### src/hdl/ckv_pkg.sv
// Package for the compacting key/value table: sizes, operation and status
// codes, sequencer states and the per-slot command struct.
// No dependencies.
`default_nettype none
package ckv_pkg;

  localparam int TABLE_DEPTH = 16;
  localparam int IDX_W       = (TABLE_DEPTH > 1) ? $clog2(TABLE_DEPTH) : 1;
  localparam int KEY_W       = 32;
  localparam int VAL_W       = 32;
  localparam int OP_W        = 2;
  localparam int ST_W        = 2;

  // operation codes
  localparam logic [OP_W-1:0] OP_INSERT = 2'd0;
  localparam logic [OP_W-1:0] OP_LOOKUP = 2'd1;
  localparam logic [OP_W-1:0] OP_DELETE = 2'd2;

  // status codes
  localparam logic [ST_W-1:0] ST_OK   = 2'd0;
  localparam logic [ST_W-1:0] ST_FULL = 2'd1;
  localparam logic [ST_W-1:0] ST_MISS = 2'd2;

  typedef enum logic [1:0] {
    S_IDLE,
    S_CMP,
    S_EXEC
  } fsm_t;

  // per-slot command: compare, write new pair, take neighbor's pair
  typedef struct packed {
    logic cmp;
    logic wr;
    logic sh;
  } cell_cmd_t;

endpackage
`default_nettype wire

### src/hdl/ckv_cell.sv
// One slot of the table: key/value registers, a registered match flag and
// a load path from the next slot up for compaction. Uses ckv_pkg.
`default_nettype none
module ckv_cell
  import ckv_pkg::*;
(
  input  wire logic             clk,
  input  wire logic             rst_n,
  input  wire cell_cmd_t        cmd,
  input  wire logic [KEY_W-1:0] op_key,
  input  wire logic [VAL_W-1:0] op_value,
  input  wire logic [KEY_W-1:0] nb_key,
  input  wire logic [VAL_W-1:0] nb_value,
  output logic      [KEY_W-1:0] key,
  output logic      [VAL_W-1:0] value,
  output logic                  empty,
  output logic                  match
);

  logic [KEY_W-1:0] key_r, key_nxt;
  logic [VAL_W-1:0] val_r, val_nxt;
  logic             match_r, match_nxt;

  // slot update: insert wins over shift (never both)
  always_comb begin
    key_nxt   = key_r;
    val_nxt   = val_r;
    match_nxt = match_r;
    if (cmd.wr) begin
      key_nxt = op_key;
      val_nxt = op_value;
    end else if (cmd.sh) begin
      key_nxt = nb_key;
      val_nxt = nb_value;
    end
    // an empty slot never matches
    if (cmd.cmp) begin
      match_nxt = (key_r != '0) && (key_r == op_key);
    end
  end

  always_ff @(posedge clk) begin
    if (!rst_n) begin
      key_r   <= '0;
      val_r   <= '0;
      match_r <= 1'b0;
    end else begin
      key_r   <= key_nxt;
      val_r   <= val_nxt;
      match_r <= match_nxt;
    end
  end

  assign key   = key_r;
  assign value = val_r;
  assign empty = (key_r == '0);
  assign match = match_r;

endmodule
`default_nettype wire

### src/hdl/compacting_key_value_table_unit.sv
// Top level of the compacting key/value table: item register, sequencer,
// a chain of ckv_cell slots and the result register. Uses ckv_pkg, ckv_cell.
//
// Usage:
//   Input channel in_valid/in_stall carries one operation beat (insert,
//   lookup or delete) with a key and a value. Result channel
//   out_valid/out_stall carries one beat per input: found value and status.
//   Each beat passes through the accept edge, an edge where every slot
//   registers its key compare in parallel, and an edge where the first
//   match is resolved through a log-depth prefix OR over the slot flags and
//   the table is updated (insert into the first empty slot, or every slot
//   from the hit upward takes its upper neighbor's pair). The result is
//   valid on the cycle after that. One beat is in flight at a time: a new
//   beat is not accepted until the last one has passed its update step.
//   in_stall is high while a beat is in flight. The result register frees
//   the core: a new beat is accepted while a result still waits. If the
//   receiver stalls with a result waiting, the next beat holds before its
//   update step until the result is taken.
//   Synchronous reset empties every slot and drops any pending beat;
//   in_stall stays high while reset is held.
`default_nettype none
module compacting_key_value_table_unit
  import ckv_pkg::*;
(
  input  wire logic             clk,
  input  wire logic             rst_n,
  input  wire logic             in_valid,
  output logic                  in_stall,
  input  wire logic [OP_W-1:0]  in_operation,
  input  wire logic [KEY_W-1:0] in_key,
  input  wire logic [VAL_W-1:0] in_value,
  output logic                  out_valid,
  input  wire logic             out_stall,
  output logic      [VAL_W-1:0] out_found_value,
  output logic      [ST_W-1:0]  out_status
);

  fsm_t state_r, state_nxt;

  logic [OP_W-1:0]  op_r;
  logic [KEY_W-1:0] key_r;
  logic [VAL_W-1:0] val_r;

  logic             out_valid_r, out_valid_nxt;
  logic [VAL_W-1:0] out_fv_r, out_fv_nxt;
  logic [ST_W-1:0]  out_st_r, out_st_nxt;

  logic [KEY_W-1:0] cell_key [TABLE_DEPTH];
  logic [VAL_W-1:0] cell_val [TABLE_DEPTH];
  logic [TABLE_DEPTH-1:0] cell_empty;
  logic [TABLE_DEPTH-1:0] cell_match;
  cell_cmd_t        cell_cmd [TABLE_DEPTH];

  logic [TABLE_DEPTH-1:0] pfx;
  logic [TABLE_DEPTH-1:0] first_hit;
  logic [TABLE_DEPTH-1:0] ins_slot;
  logic [VAL_W-1:0]       hit_value;
  logic                   hit;
  logic                   full;
  logic                   accept;
  logic                   exec_go;

  assign accept  = in_valid && !in_stall;
  assign exec_go = (state_r == S_EXEC) && (!out_valid_r || !out_stall);

  // item register
  always_ff @(posedge clk) begin
    if (accept) begin
      op_r  <= in_operation;
      key_r <= in_key;
      val_r <= in_value;
    end
  end

  // sequencer
  always_ff @(posedge clk) begin
    if (!rst_n) begin
      state_r <= S_IDLE;
    end else begin
      state_r <= state_nxt;
    end
  end

  always_comb begin
    state_nxt = state_r;
    in_stall  = 1'b1;
    case (state_r)
      S_IDLE: begin
        in_stall = !rst_n;
        if (in_valid) begin
          state_nxt = S_CMP;
        end
      end
      S_CMP: begin
        state_nxt = S_EXEC;
      end
      S_EXEC: begin
        if (exec_go) begin
          state_nxt = S_IDLE;
        end
      end
      default: begin
        state_nxt = S_IDLE;
      end
    endcase
  end

  // prefix OR of match flags: slot i is at or above the first hit
  always_comb begin
    pfx = cell_match;
    for (int l = 0; l < IDX_W; l++) begin
      pfx = pfx | (pfx << (1 << l));
    end
    first_hit = cell_match & ~(pfx << 1);
    hit       = |cell_match;
  end

  // value of the first hit
  always_comb begin
    hit_value = '0;
    for (int i = 0; i < TABLE_DEPTH; i++) begin
      hit_value = hit_value | (cell_val[i] & {VAL_W{first_hit[i]}});
    end
  end

  // table is packed: the first empty slot sits just above the last full one
  always_comb begin
    ins_slot[0] = cell_empty[0];
    for (int i = 1; i < TABLE_DEPTH; i++) begin
      ins_slot[i] = cell_empty[i] && !cell_empty[i-1];
    end
    full = !cell_empty[TABLE_DEPTH-1];
  end

  // slot commands
  always_comb begin
    for (int i = 0; i < TABLE_DEPTH; i++) begin
      cell_cmd[i].cmp = (state_r == S_CMP);
      cell_cmd[i].wr  = exec_go && (op_r == OP_INSERT) && (key_r != '0) && ins_slot[i];
      cell_cmd[i].sh  = exec_go && (op_r == OP_DELETE) && pfx[i];
    end
  end

  // chain of slots; the top slot takes zeros on compaction
  for (genvar g = 0; g < TABLE_DEPTH; g++) begin : g_cell
    logic [KEY_W-1:0] nb_key;
    logic [VAL_W-1:0] nb_val;
    if (g == TABLE_DEPTH - 1) begin : g_top
      assign nb_key = '0;
      assign nb_val = '0;
    end else begin : g_mid
      assign nb_key = cell_key[g+1];
      assign nb_val = cell_val[g+1];
    end
    ckv_cell u_cell (
      .clk      (clk),
      .rst_n    (rst_n),
      .cmd      (cell_cmd[g]),
      .op_key   (key_r),
      .op_value (val_r),
      .nb_key   (nb_key),
      .nb_value (nb_val),
      .key      (cell_key[g]),
      .value    (cell_val[g]),
      .empty    (cell_empty[g]),
      .match    (cell_match[g])
    );
  end

  // result register
  always_comb begin
    out_valid_nxt = out_valid_r && out_stall;
    out_fv_nxt    = out_fv_r;
    out_st_nxt    = out_st_r;
    if (exec_go) begin
      out_valid_nxt = 1'b1;
      out_fv_nxt    = '0;
      out_st_nxt    = ST_OK;
      case (op_r)
        OP_INSERT: begin
          if ((key_r != '0) && full) begin
            out_st_nxt = ST_FULL;
          end
        end
        OP_LOOKUP, OP_DELETE: begin
          if (hit) begin
            out_fv_nxt = hit_value;
          end else begin
            out_st_nxt = ST_MISS;
          end
        end
        default: begin
          out_st_nxt = ST_OK;
        end
      endcase
    end
  end

  always_ff @(posedge clk) begin
    if (!rst_n) begin
      out_valid_r <= 1'b0;
    end else begin
      out_valid_r <= out_valid_nxt;
    end
  end

  always_ff @(posedge clk) begin
    out_fv_r <= out_fv_nxt;
    out_st_r <= out_st_nxt;
  end

  assign out_valid       = out_valid_r;
  assign out_found_value = out_fv_r;
  assign out_status      = out_st_r;

endmodule
`default_nettype wire

### config.mk
export PLATFORM = sky130hd
export DESIGN_NAME = compacting_key_value_table_unit
export DESIGN_NICKNAME = d
export VERILOG_FILES = /design/src/hdl/ckv_pkg.sv /design/src/hdl/ckv_cell.sv /design/src/hdl/compacting_key_value_table_unit.sv
export SDC_FILE = /design/constraint.sdc
export NUM_CORES = 2
export LEC_CHECK = 0
export BUFFER_PORTS_ARGS = -buffer_cell sky130_fd_sc_hd__buf_4
export CAP_MARGIN = 10
export CELL_PAD_IN_SITES_DETAIL_PLACEMENT = 1
export CELL_PAD_IN_SITES_GLOBAL_PLACEMENT = 1
export CORE_ASPECT_RATIO = 1.2
export CORE_MARGIN = 1.5
export CORE_UTILIZATION = 49
export CTS_CLUSTER_SIZE = 40
export DETAILED_ROUTE_END_ITERATION = 10
export MAX_ROUTING_LAYER = met4
export PLACE_DENSITY = 0.87
export SLEW_MARGIN = 10
export SYNTH_ARGS = -nofsm -noshare
export SYNTH_HDL_FRONTEND = slang
export SYNTH_SLANG_ARGS = --single-unit
### constraint.sdc
create_clock -name clk -period 3.6 [get_ports clk]
set_clock_uncertainty 0.05 [all_clocks]
set_input_delay 0.36 -clock clk [delete_from_list [all_inputs] [get_ports clk]]
set_output_delay 0.36 -clock clk [all_outputs]
set_load 0.1 [all_outputs]
== Word level (Yosys, flattened, before mapping) ==
Index checks and enable logic that the tools add are counted.

* Register bits: 1143
* Output and inout port bits: 36
* Word-level logic and storage cells: 331

* Eq/ne operators: 22
* Mux-type cells: 71
* Bitwise operators: 37
* Reductions and logical operators: 146

{| class="wikitable"
|+ Operators by type and width
! operator !! count
|-
| 32-bit two-way mux || 63
|-
| 32-bit nonzero test || 17
|-
| 32-bit AND || 16
|-
| 32-bit == test || 16
|-
| 32-bit zero test || 16
|-
| 32-bit OR || 15
|-
| 1-bit logical AND || 70
|-
| 16-bit OR || 4
|-
| 2-bit nonzero test || 16
|-
| 1-bit zero test || 20
|-
| 16-bit AND || 1
|-
| 16-bit inverter || 1
|-
| 16-bit OR reduction || 1
|-
| 2-bit two-way mux || 3
|-
| 2-bit one-hot mux with 3 select lines || 1
|-
| 2-bit by 1-bit == test with 1-bit output (second input constant) || 2
|-
| 2-bit == test (second input constant) || 2
|-
| 2-bit zero test || 2
|-
| 2-bit inequality test (second input constant) || 2
|-
| 2-bit one-hot mux with 2 select lines || 1
|-
| 2-bit AND reduction || 2
|-
| 1-bit two-way mux || 3
|-
| 2-bit OR reduction || 1
|-
| 1-bit logical OR || 1
|}

== Depth between registers and ports, before layout ==
* Depth in word-level cells: 22
* Depth in mapped cells: 10
* Depth with buffers taken out: 6

== Modules after synthesis ==
A second synthesis with hierarchy kept.

* Cells, all modules: 7233
* Area total of the unflattened synthesis: 62980.4 sq um

{| class="wikitable"
|+ By module, submodules not included
! module !! instances !! cells each !! area each (sq um) !! sequential area each (sq um)
|-
| ckv_cell || 16 || 406 || 3492.1 || 1301.2
|-
| compacting_key_value_table_unit || 1 || 737 || 7106.8 || 3062.9
|}

== Worst setup path after synthesis ==
OpenSTA, ideal clock, no wires.

* Path type: input port to flip-flop
* Start point: input port rst_n
* End point: register key_r[0], enable pin
* Setup time: 432 ps
* Arrival: 2788 ps
* Slack: 331 ps
* Stages on the path: 4
* Path buffers: 3
* Path through: clkbuf_1 > clkbuf_1 > clkbuf_1 > and3_1

* Word-level cells in the longest chain between the ends: 4

{| class="wikitable"
|+ RTL lines
! item !! line !! text
|-
| from (decl) || compacting_key_value_table_unit.sv:26 || <nowiki>input wire logic rst_n,</nowiki>
|-
| 1-bit zero test || n/a ||
|-
| 1-bit two-way mux || compacting_key_value_table_unit.sv:87 || <nowiki>case (state_r)</nowiki>
|-
| 1-bit zero test || compacting_key_value_table_unit.sv:63 || <nowiki>assign accept = in_valid && !in_stall;</nowiki>
|-
| 1-bit logical AND || compacting_key_value_table_unit.sv:63 ||
|-
| named net accept || compacting_key_value_table_unit.sv:60 || <nowiki>logic accept;</nowiki>
|-
| to (signal assigned) || compacting_key_value_table_unit.sv:70 || <nowiki>key_r <= in_key;</nowiki>
|-
| to (decl) || compacting_key_value_table_unit.sv:41 || <nowiki>logic [KEY_W-1:0] key_r;</nowiki>
|}

The timed path passes the listed nets, and every way through them passes these cells.
A chain may end at the register's enable or synchronous reset.

== Final worst setup path ==
* Start point: register key_r[29]
* End point: register g_cell[4].u_cell.match_r

* Word-level cells in the longest chain between the ends: 2

{| class="wikitable"
|+ RTL lines
! item !! line !! text
|-
| 32-bit == test || ckv_cell.sv:38 || <nowiki>match_nxt = (key_r != '0) && (key_r == op_key);</nowiki>
|-
| 1-bit logical AND || ckv_cell.sv:38 ||
|-
| to (signal assigned) || ckv_cell.sv:50 || <nowiki>match_r <= match_nxt;</nowiki>
|-
| to (decl) || ckv_cell.sv:22 || <nowiki>logic match_r, match_nxt;</nowiki>
|}

No other way between the ends.

==> results.py <==
metrics = {
    "sta": {
        "period_needed_ns": 3.31,
        "rsz0062_at_grt": "false",
        "hold_violations": 0,
        "tns_ns": 0,
        "fin_crit_sh": 0.920,
        "drv_slew": 0,
        "clock.fmax_ghz": 0.302,
        "relSlewSlack": 0.125,
        "setup_viol_count_final": 0,
        "worst_pin_slew_ns": 1.31,
    },
    "worst_hold_path": {
        "hold-path-cell-count": 2,
        "hold_path_end": "key_r[0]$_DFFE_PP_",
        "hold_path_class": "input pin to flop",
        "hp-start": "in_key[0]",
    },
    "synthesis": {
        "ys_types": 69,
        "ys_async_sr_fraction": 0,
        "synth-main-ff-cell": "dfxtp_1",
        "syn-num-nets": 6701,
        "synth_edf_count": 100,
        "yosysSeqAreaShare": 0.405,
        "syn_area_per_cell_sq_um": 8.90,
        "syn_area_sq_um": 59000,
        "yosysWarnings": 0,
        "ys_seq_elements": 1143,
        "synthCells": 6628,
    },
    "setup_path": {
        "crit_required_ns": 4.08,
        "crit_buf_inv": 1,
        "path_cells": "buf_4 -> xor2_1 -> nor4_1 -> o2111ai_1 -> o31ai_1",
        "max_stage_delay_ns": 1.09,
        "crit_type": "flop to flop",
        "cp.arrival_ns": 3.79,
        "r2r-start": "key_r[29]$_DFFE_PP_",
        "reg2reg_depth": 5,
        "r2r_end": "g_cell[4].u_cell.match$_SDFFE_PN0N_",
        "critPathTopFamily": "compound AO/OA/AOI/OAI gates",
        "crit_start": "key_r[29]$_DFFE_PP_",
        "crit_slowest_cell": "o31ai_1",
        "cp-end-kind": "flop",
        "ff2ff_setup_slack_ns": 0.29,
        "crit_path_start_kind": "flop",
        "worstPathMaxFanout": 19,
    },
    "detailed_routing": {
        "vias": 57900,
        "wl_per_cell_um": 31.4,
        "firstDrtPassIters": 6,
        "drc": 0,
        "drt_iter0_drc": 7498,
        "antenna_left": 0,
        "vias_per_cell": 7.10,
        "routed_wl_um": 255000,
    },
    "finish": {
        "final_cell_mix": "dfxtp_1, a21oi_1, o21ai_0",
        "finalNetCount": 6567,
        "fin_util": 0.552,
        "layout_commonest_cell": "dfxtp_1",
        "area_delta_synth_final_pct": 11.9,
        "nFillCells": 13500,
        "layout-drive-gt1-share": 0.0962,
    },
    "floorplanning": {
        "fp.dieArea_sq_um": 123000,
        "fp.dieH_um": 383,
        "initial_core_util": 0.493,
        "boundaryPins": 106,
        "rows": 139,
        "core_sq_um": 120000,
        "die_width_um": 320,
    },
    "pwr": {
        "p_per_area_nw_per_um2": 421,
        "ir_drop_v": 0.000398,
        "leakagePower_nw": 27.4,
    },
    "outcome": {
        "status": "completed",
    },
    "clock_tree": {
        "clk_pin_slew_ns": 0.06,
        "clockBufferDepth": 3,
        "postCtsSetupRepairBufs": 0,
        "cts_buffers": 115,
        "root_buffer": "clkbuf_16",
        "clock_latency_ns": 0.77,
        "h-tree-depth": 3,
        "cts_tree": "done",
        "cts_sinks": 1143,
    },
    "global_routing": {
        "grt_max_degree": 258,
        "antenna_found_initial": 3,
        "grt_pass1_wl_um": 380000,
        "grt-ovfl-total": 0,
        "grt_usage": 0.416,
        "grt_pass1_vias": 60000,
    },
    "placed_design": {
        "portBuffers": 105,
        "hpwl_um": 164000,
        "gp_congestion": 0.992,
    },
    "run": {
        "max_cap_viol_count": 0,
    },
}
routing by layer:
layer / GRT usage / part of all wire / vias up
li1: - / - / 24200
met1: 0.468 / 0.36 / 28400
met2: 0.647 / 0.45 / 3741
met3: 0.0818 / 0.091 / 1586
met4: 0.332 / 0.092 / 0
met5: - / 0 / -
power by group:
part           internal, mW  total, mW  switching (mW)  leakage, nW
Clock                  7.11       12.7            5.57         1.92
Combinational         0.513       2.14            1.62         16.1
Sequential             12.9       13.0          0.0829         9.32
Total                  20.5       27.8            7.27         27.4
cells by family (layout without fill, tap and decap cells):
logic type	count (synthesis)	in the layout	share of synthesized area
AOI/OAI and AO/OA	2411	2411	0.233
DFF	1143	1143	0.405
and+or+nand+nor	928	928	0.0848
muxes	856	856	0.145
buffers and inverters	775	738	0.0561
xor gates and xnor gates	512	512	0.0760
adders and majority gates	3	3	0.000636
other	0	3	0
worst register-to-register path, stage by stage (launching register included):
cell       delay [ns]
edfxtp_1         0.36
buf_4            0.36
xor2_1           0.30
nor4_1           0.70
o2111ai_1        0.22
o31ai_1          1.09
synth_stat cells (100+ instances only):
library cell	instances	area [sq um]
dfxtp_1	1043	20900
a21oi_1	921	4610
o21ai_0	916	4580
mux2i_1	856	8570
clkbuf_1	442	1660
nand2_1	379	1420
xor2_1	369	3230
nor4_1	225	1410
buf_2	168	841
a31oi_1	151	945
xnor2_1	143	1250
edfxtp_1	100	3000
what timing repair did:
item                                   in CTS  in global routing
setup endpoints to repair                   0                  0
resized for setup                           0                  0
endpoints found under the hold margin      79                  0
hold buffers                               70                  0
worst max path at each step:
stage | end | slack [ns] | cells past startpoint
5_1_grt | g_cell[14].u_cell.key[22]$_SDFFE_PN0P_ | 0.30 | 7
3_5_place_dp | out_found_value[11]$_SDFFCE_PN0P_ | 0.53 | 6
2_1_floorplan | key_r[0]$_DFFE_PP_ | 0.33 | 4
3_3_place_gp | out_found_value[11]$_SDFFCE_PN0P_ | 0.63 | 6
6_report | g_cell[4].u_cell.match$_SDFFE_PN0N_ | 0.29 | 5
4_1_cts | out_found_value[11]$_SDFFCE_PN0P_ | 0.52 | 6
metrics by stage:
stage | hold slack, ns | setup slack, ns | area (sq um) | cells | total power [mW]
after CTS | 0.230 | 0.517 | 66000 | 8142 | 27.6
final | 0.258 | 0.288 | 66000 | 8145 | 27.8
after floorplan | 0.397 | 0.331 | 59000 | 6628 | 14.4
after global placement | 0.415 | 0.627 | 61400 | 7858 | 15.1
after detailed placement | 0.425 | 0.534 | 61400 | 7858 | 15.2
after global routing | 0.261 | 0.302 | 66000 | 8144 | 28.3
final cells by class:
cell class                      instances  area, sq um  share of cell area
Clock buffer                          181         3550              0.0538
Timing Repair Buffer                  446         3980              0.0603
Tap cell                             1551         1940              0.0294
Clock inverter                         33          329             0.00498
Multi-Input combinational cell       4710        32000               0.485
Sequential cell                      1143        23900               0.362
Inverter                               78          293             0.00443
Antenna cell                            3         7.51            0.000114
state kept, by name (all words and copies together) (netlist names):
| register | flops |
|---|---|
| val_r | 32 |
| g_cell.u_cell.match | 16 |
| out_found_value | 32 |
| g_cell.u_cell.key | 512 |
| key_r | 32 |
| state_r | 2 |
| out_status | 2 |
| g_cell.u_cell.value | 512 |
| op_r | 2 |
| out_valid | 1 |
(Power assumes the default switching activity.)
